<file path="config.mk">
export PLATFORM = sky130hd
export DESIGN_NAME = ftgc_mul
export DESIGN_NICKNAME = d
export VERILOG_FILES = /design/src/design/ftgc_pkg.sv /design/src/design/ftgc_mul.sv
export SDC_FILE = /design/constraint.sdc
export NUM_CORES = 2
export LEC_CHECK = 0
export BUFFER_PORTS_ARGS = -buffer_cell sky130_fd_sc_hd__clkbuf_2
export CORE_ASPECT_RATIO = 1.25
export CORE_MARGIN = 5
export CORE_UTILIZATION = 60
export CTS_CLUSTER_DIAMETER = 50
export DETAILED_ROUTE_END_ITERATION = 8
export PLACE_DENSITY = 0.8
export RECOVER_POWER = 50
export SYNTH_ARGS = -nofsm -noshare
export SYNTH_HDL_FRONTEND = slang
export SYNTH_SLANG_ARGS = --single-unit
export TNS_END_PERCENT = 20
</file>
<file path="constraint.sdc">
create_clock -name clk -period 7.6 [get_ports clk]
set_input_delay 0.76 -clock clk [delete_from_list [all_inputs] [get_ports clk]]
set_output_delay 0.76 -clock clk [all_outputs]
set_load 0.01 [all_outputs]
</file>
<file path="src/design/ftgc_pkg.sv">
// Package for the force/torque gravity compensation block.
// Holds payload structs, codes, fixed widths, reset values and saturation helpers.
// No dependencies.
package ftgc_pkg;

    localparam int V_W        = 32;
    localparam int ROT_W      = 16;
    localparam int ROT_FRAC   = 14;
    localparam int AXES       = 3;
    localparam int LEVER_FRAC = 24;
    localparam int SUM_W      = 48;
    localparam int CNT_W      = 16;
    localparam int MUL_W      = 33;
    localparam int WIDE_W     = 68;

    localparam logic signed [ROT_W-1:0] ROT_ONE = ROT_W'(1 << ROT_FRAC);

    localparam logic [30:0] WEIGHT_RESET = 31'd70439;
    localparam logic [30:0] LEVER_RESET  = 31'd172805;
    localparam logic [15:0] CALIB_RESET  = 16'd1000;

    localparam logic signed [V_W-1:0] DEFAULT_BIAS [2*AXES] = '{
        -32'sd938626, 32'sd81776, -32'sd410157, 32'sd1776, 32'sd50214, 32'sd2353
    };

    typedef enum logic [1:0] {
        CFG_WEIGHT = 2'd0,
        CFG_LEVER  = 2'd1,
        CFG_CALIB  = 2'd2,
        CFG_NONE   = 2'd3
    } cfg_index_t;

    typedef enum logic [1:0] {
        ACT_ROW0   = 2'd0,
        ACT_ROW1   = 2'd1,
        ACT_ROW2   = 2'd2,
        ACT_SAMPLE = 2'd3
    } action_t;

    typedef enum logic [2:0] {
        S_IDLE,
        S_GRAV,
        S_LEV,
        S_VEC,
        S_ROT,
        S_DIV,
        S_OUT
    } state_t;

    typedef struct packed {
        logic [1:0]        action;
        logic signed [15:0] row_x;
        logic signed [15:0] row_y;
        logic signed [15:0] row_z;
        logic signed [31:0] force_x;
        logic signed [31:0] force_y;
        logic signed [31:0] force_z;
        logic signed [31:0] torque_x;
        logic signed [31:0] torque_y;
        logic signed [31:0] torque_z;
    } in_word_t;

    typedef struct packed {
        logic signed [31:0] comp_force_x;
        logic signed [31:0] comp_force_y;
        logic signed [31:0] comp_force_z;
        logic signed [31:0] comp_torque_x;
        logic signed [31:0] comp_torque_y;
        logic signed [31:0] comp_torque_z;
    } out_word_t;

    typedef struct packed {
        logic                    start;
        logic signed [SUM_W-1:0] dividend;
        logic [CNT_W-1:0]        divisor;
    } div_req_t;

    typedef struct packed {
        logic                  done;
        logic signed [SUM_W:0] quotient;
    } div_rsp_t;

    function automatic logic signed [V_W-1:0] sat_v(input logic signed [WIDE_W-1:0] x);
        logic signed [V_W-1:0] r;
        if (x[WIDE_W-1:V_W-1] == '0 || x[WIDE_W-1:V_W-1] == '1)
            r = x[V_W-1:0];
        else
            r = x[WIDE_W-1] ? {1'b1, {(V_W-1){1'b0}}} : {1'b0, {(V_W-1){1'b1}}};
        return r;
    endfunction

    function automatic logic signed [SUM_W-1:0] sat_sum(input logic signed [WIDE_W-1:0] x);
        logic signed [SUM_W-1:0] r;
        if (x[WIDE_W-1:SUM_W-1] == '0 || x[WIDE_W-1:SUM_W-1] == '1)
            r = x[SUM_W-1:0];
        else
            r = x[WIDE_W-1] ? {1'b1, {(SUM_W-1){1'b0}}} : {1'b0, {(SUM_W-1){1'b1}}};
        return r;
    endfunction

endpackage

</file>
<file path="src/design/ftgc_mul.sv">
// Shared signed multiplier with a registered product.
// Depends on ftgc_pkg.
module ftgc_mul
    import ftgc_pkg::*;
(
    input  logic                       clk,
    input  logic signed [MUL_W-1:0]    a,
    input  logic signed [MUL_W-1:0]    b,
    output logic signed [2*MUL_W-1:0]  p
);

    always_ff @(posedge clk)
    begin
        p <= a * b;
    end

endmodule

</file>
=== Word level (Yosys, flattened, before mapping) ===
Cells that the tools add are included.

* Bits of input ports: 67
* Register bits: 66
* Output and inout bits: 66
* Bits in read-only memories: 0
* Latch bits: 0
* RAM bits: 0
* Memories kept: 0

* Bitwise logic cells: 0
* Shift-type cells: 0
* Divide/modulo/power cells: 0
* Muxes and demuxes: 0
* Multiply operators: 1
* $add $sub $neg: 0
* Reductions and logical operators: 0
* $lt $le $gt $ge: 0
* Equality and inequality tests: 0

{| class="wikitable"
|+ Operators by type and width
! kind !! count
|-
| 33-bit by 33-bit multiplier with 66-bit output || 1
|}

=== Depth between registers and ports, before layout ===
* Word-level depth: 1
* Depth in mapped cells: 27
* Mapped depth without buffers: 26

=== Worst setup path before layout ===
Ideal clock, no wire load.

* Kind: in2reg
* Start point: in a[32]
* End point: reg p[62]
* Data arrival time: 7.917 ns
* Slack: -0.396 ns
* Library setup time: 0.079 ns
* Stages on the path: 23
* Data required time: 7.521 ns
* Path through: clkbuf_1 -> nand2_1 -> inv_1 -> fa_1 -> fa_1 -> fa_1 -> fa_1 -> fa_1 -> fa_1 -> fa_1 -> inv_1 -> fa_1 -> inv_1 -> ha_1 -> clkbuf_1 -> and3_1 -> nand3_1 -> nand2b_1 -> a2111oi_4 -> a211oi_4 -> a21o_2 -> a21o_1 -> a211oi_2

* Longest elaborated chain between the ends: 1

{| class="wikitable"
|+ RTL lines
! what !! line !! source
|-
| start: declaration || ftgc_mul.sv:7 || <nowiki>input logic signed [MUL_W-1:0] a,</nowiki>
|-
| 33-bit by 33-bit multiplier with 66-bit output || ftgc_mul.sv:14 || <nowiki>p <= a * b;</nowiki>
|-
| end signal: assignment || ftgc_mul.sv:14 ||
|-
| end: declaration || ftgc_mul.sv:9 || <nowiki>output logic signed [2*MUL_W-1:0] p</nowiki>
|}

Every way passes these cells.

=== Final worst setup path ===
* Start point: in b[21]
* End point: reg p[62]

* Longest elaborated chain between the ends: 1

{| class="wikitable"
|+ RTL lines
! what !! line !! source
|-
| start: declaration || ftgc_mul.sv:8 || <nowiki>input logic signed [MUL_W-1:0] b,</nowiki>
|-
| 33-bit by 33-bit multiplier with 66-bit output || ftgc_mul.sv:14 ||
|}

Every way passes these cells.

==> flow_summary.ini <==
[outcome]
status = finished clean

[sta]
relSlewSlack = 0.647
slew_viol_final = 0
tightestPinTransition_ns = 0.525
fmax_mhz = 134
rsz0062_at_grt = yes
final_hold_viol_count = 0
finalCritPeriodShare = 0.985
finalSetupViolCount = 0
tns_ns = 0
fin_crit_ns = 7.49

[yosys]
synth_warnings = 0
synthesis.area_mm2 = 0.0407
synth_seq_cells = 66
synthDistinctLibCells = 80
ys_async_sr_fraction = 0
syn_avg_cell_area_um2 = 9.39
synth_seq_area_share = 0.0324
synth_cells = 4338
synth_top_flop_cell = dfxtp_1
synth_edf_count = 0
syn-num-nets = 5767

[drt]
dr.pass1.iters = 8
dr.first_iter.drc_count = 2042
routed_wl_um = 116000
route.vias.total = 31063
ant_nets = 0
drcViolationCount = 0
wire_per_inst_um = 20.6
viasPerCell = 5.54

[final_layout]
finish.utilization = 0.694
regMostFlops = p
layout_common_cells = inv_1 (1,123), fa_1 (1,122), and2_1 (556)
stdcell_area_mm2 = 0.0466
biggestRegsByFlops = p x66
synthToLayoutAreaGrowth_pct = 14.3
drive_above_1_share = 0.141
fin_cells = 5609
largest_reg_flops = 66
final_common_cell = inv_1
nNetsFinal = 6166

[clock_network]
htree_num_levels = 3
cts_tree = yes
path_clk_slew_ns = 0.08
clkSinkCount = 66
clock_path_buffers = 2
cts-root-buf = clkbuf_16
cts_hold_buf = 0
cts-buffers-inserted = 9

[global_routing]
grtUsageTotal = 0.328
first_global_vias = 35314
grt_max_degree = 29
grt_pass1_wl_um = 185000
grt_overflow_total = 0
antenna_found_initial = 5

[setup_path]
critPathLaunchType = input port
cp_max_fo = 12
critical_path.endpoint_type = flop
worstSetupPathType = in -> reg
required_ns = 7.90
crit_arrival_ns = 7.78

[hold_path]
hold_end = p[0]
worstHoldPathCells = 3
hp-start = b[0]
hold_path_class = in -> reg

[placement]
place_area_mm2 = 0.0457
gp_congestion = 0.979
port_buffers = 132
post-dp-hpwl_um = 102000
place_inst = 5579

[floorplanning]
core_mm2 = 0.0671
placementRows = 106
start_util = 0.607
die_w_um = 243
num_io_pins = 133
die_area_mm2 = 0.0732
die_y_um = 301

[run]
cap_violations = 0
[critical path, stage by stage]
cell	delay (ns)
clkbuf_4	0.19
buf_6	0.17
buf_4	0.18
and2_1	0.17
fa_1	0.53
inv_1	0.05
fa_1	0.48
inv_1	0.06
fa_1	0.49
fa_1	0.54
fa_1	0.65
fa_1	0.45
fa_1	0.49
inv_1	0.05
fa_1	0.48
inv_1	0.08
ha_4	0.29
and4_1	0.21
nand3_1	0.12
nand2b_4	0.18
a2111oi_4	0.40
a211oi_4	0.06
buf_6	0.14
a21o_2	0.22
a21o_1	0.16
a211oi_2	0.16
[cell type report]
| cell class | instances | area (µm²) |
|---|---|---|
| Multi-Input combinational cell | 2920 | 34600 |
| Clock buffer | 10 | 229 |
| Antenna cell | 3 | 7.51 |
| Sequential cell | 66 | 1320 |
| Tap cell | 864 | 1080 |
| Clock inverter | 6 | 90.1 |
| Timing Repair Buffer | 609 | 4960 |
| Inverter | 1131 | 4250 |
| Fill cell | 4802 | 20600 |
[metrics by stage]
stage          setup slack [ns]  hold slack, ns
4_1_cts                 0.00179           0.995
3_3_place_gp             -0.478            1.15
5_1_grt                 -0.0819           0.938
6_report                  0.114           0.929
3_5_place_dp             -0.553            1.15
2_1_floorplan            0.0145           0.887
[logic make-up (layout without fill, tap and decap cells)]
group / count (synthesis) / after routing / share of synthesized area
adders and majority gates: 1362 / 1362 / 0.629
xor gates and xnor gates: 68 / 68 / 0.0146
AOI/OAI and AO/OA: 219 / 219 / 0.0407
buffers and inverters: 1352 / 1756 / 0.125
DFF: 66 / 66 / 0.0324
other: 0 / 3 / 0
and+or+nand+nor: 1271 / 1271 / 0.158
[timing repair]
item | 4_1_cts | 5_1_grt
resized for setup | 22 | 140
pin swaps | 4 | 48
cloned | 0 | 0
setup endpoints to repair | 8 | 28
setup buffers | 2 | 9
[synthesized netlist by cell type (3+ instances only)]
| cell type | instances | area, µm² |
|---|---|---|
| a31oi_1 | 8 | 50.1 |
| nor2b_1 | 5 | 31.3 |
| a211oi_1 | 7 | 52.6 |
| or2_2 | 3 | 18.8 |
| nand4_1 | 11 | 68.8 |
| nand3_1 | 25 | 125 |
| o21a_1 | 6 | 45.0 |
| a21oi_2 | 3 | 26.3 |
| o21ai_0 | 25 | 125 |
| buf_2 | 11 | 55.1 |
| ha_1 | 217 | 2720 |
| nor3_1 | 7 | 35.0 |
| and4_1 | 5 | 43.8 |
| inv_1 | 1131 | 4250 |
| o211ai_1 | 4 | 30.0 |
| and3_1 | 5 | 31.3 |
| o21ai_1 | 6 | 30.0 |
| nor2_1 | 68 | 255 |
| clkbuf_1 | 208 | 781 |
| a211o_1 | 6 | 52.6 |
| a21oi_1 | 57 | 285 |
| a211oi_2 | 3 | 37.5 |
| dfxtp_1 | 66 | 1320 |
| nand2_1 | 551 | 2070 |
| fa_1 | 1145 | 22900 |
| and2_1 | 562 | 3520 |
| or3_1 | 3 | 18.8 |
| a21o_1 | 36 | 270 |
| nand2b_1 | 12 | 75.1 |
| xor2_1 | 25 | 219 |
| o31ai_4 | 3 | 63.8 |
| o21bai_1 | 11 | 82.6 |
| xnor2_1 | 43 | 377 |
[worst max-delay path by stage]
stage,start,end,slack [ns],cells past startpoint
floorplan,b[0],p[62],0.01,23
global placement,a[20],p[65],-0.48,27
detailed placement,a[32],p[65],-0.55,24
CTS,a[17],p[62],0.002,26
global route,b[9],p[62],-0.08,27
finish,b[21],p[62],0.11,26
[layer usage]
metal	GRT usage	part of all wire	wire length (µm)	vias up
met4	0.283	0.11	13100	2
met5	0	0.00013	15	-
li1	-	-	-	13125
met2	0.603	0.54	62800	1399
met1	0.326	0.30	34300	15905
met3	0.0385	0.048	5500	632
Power is not shown: default switching activity piles up to over one toggle a cycle in this logic, so the estimate is an artifact.
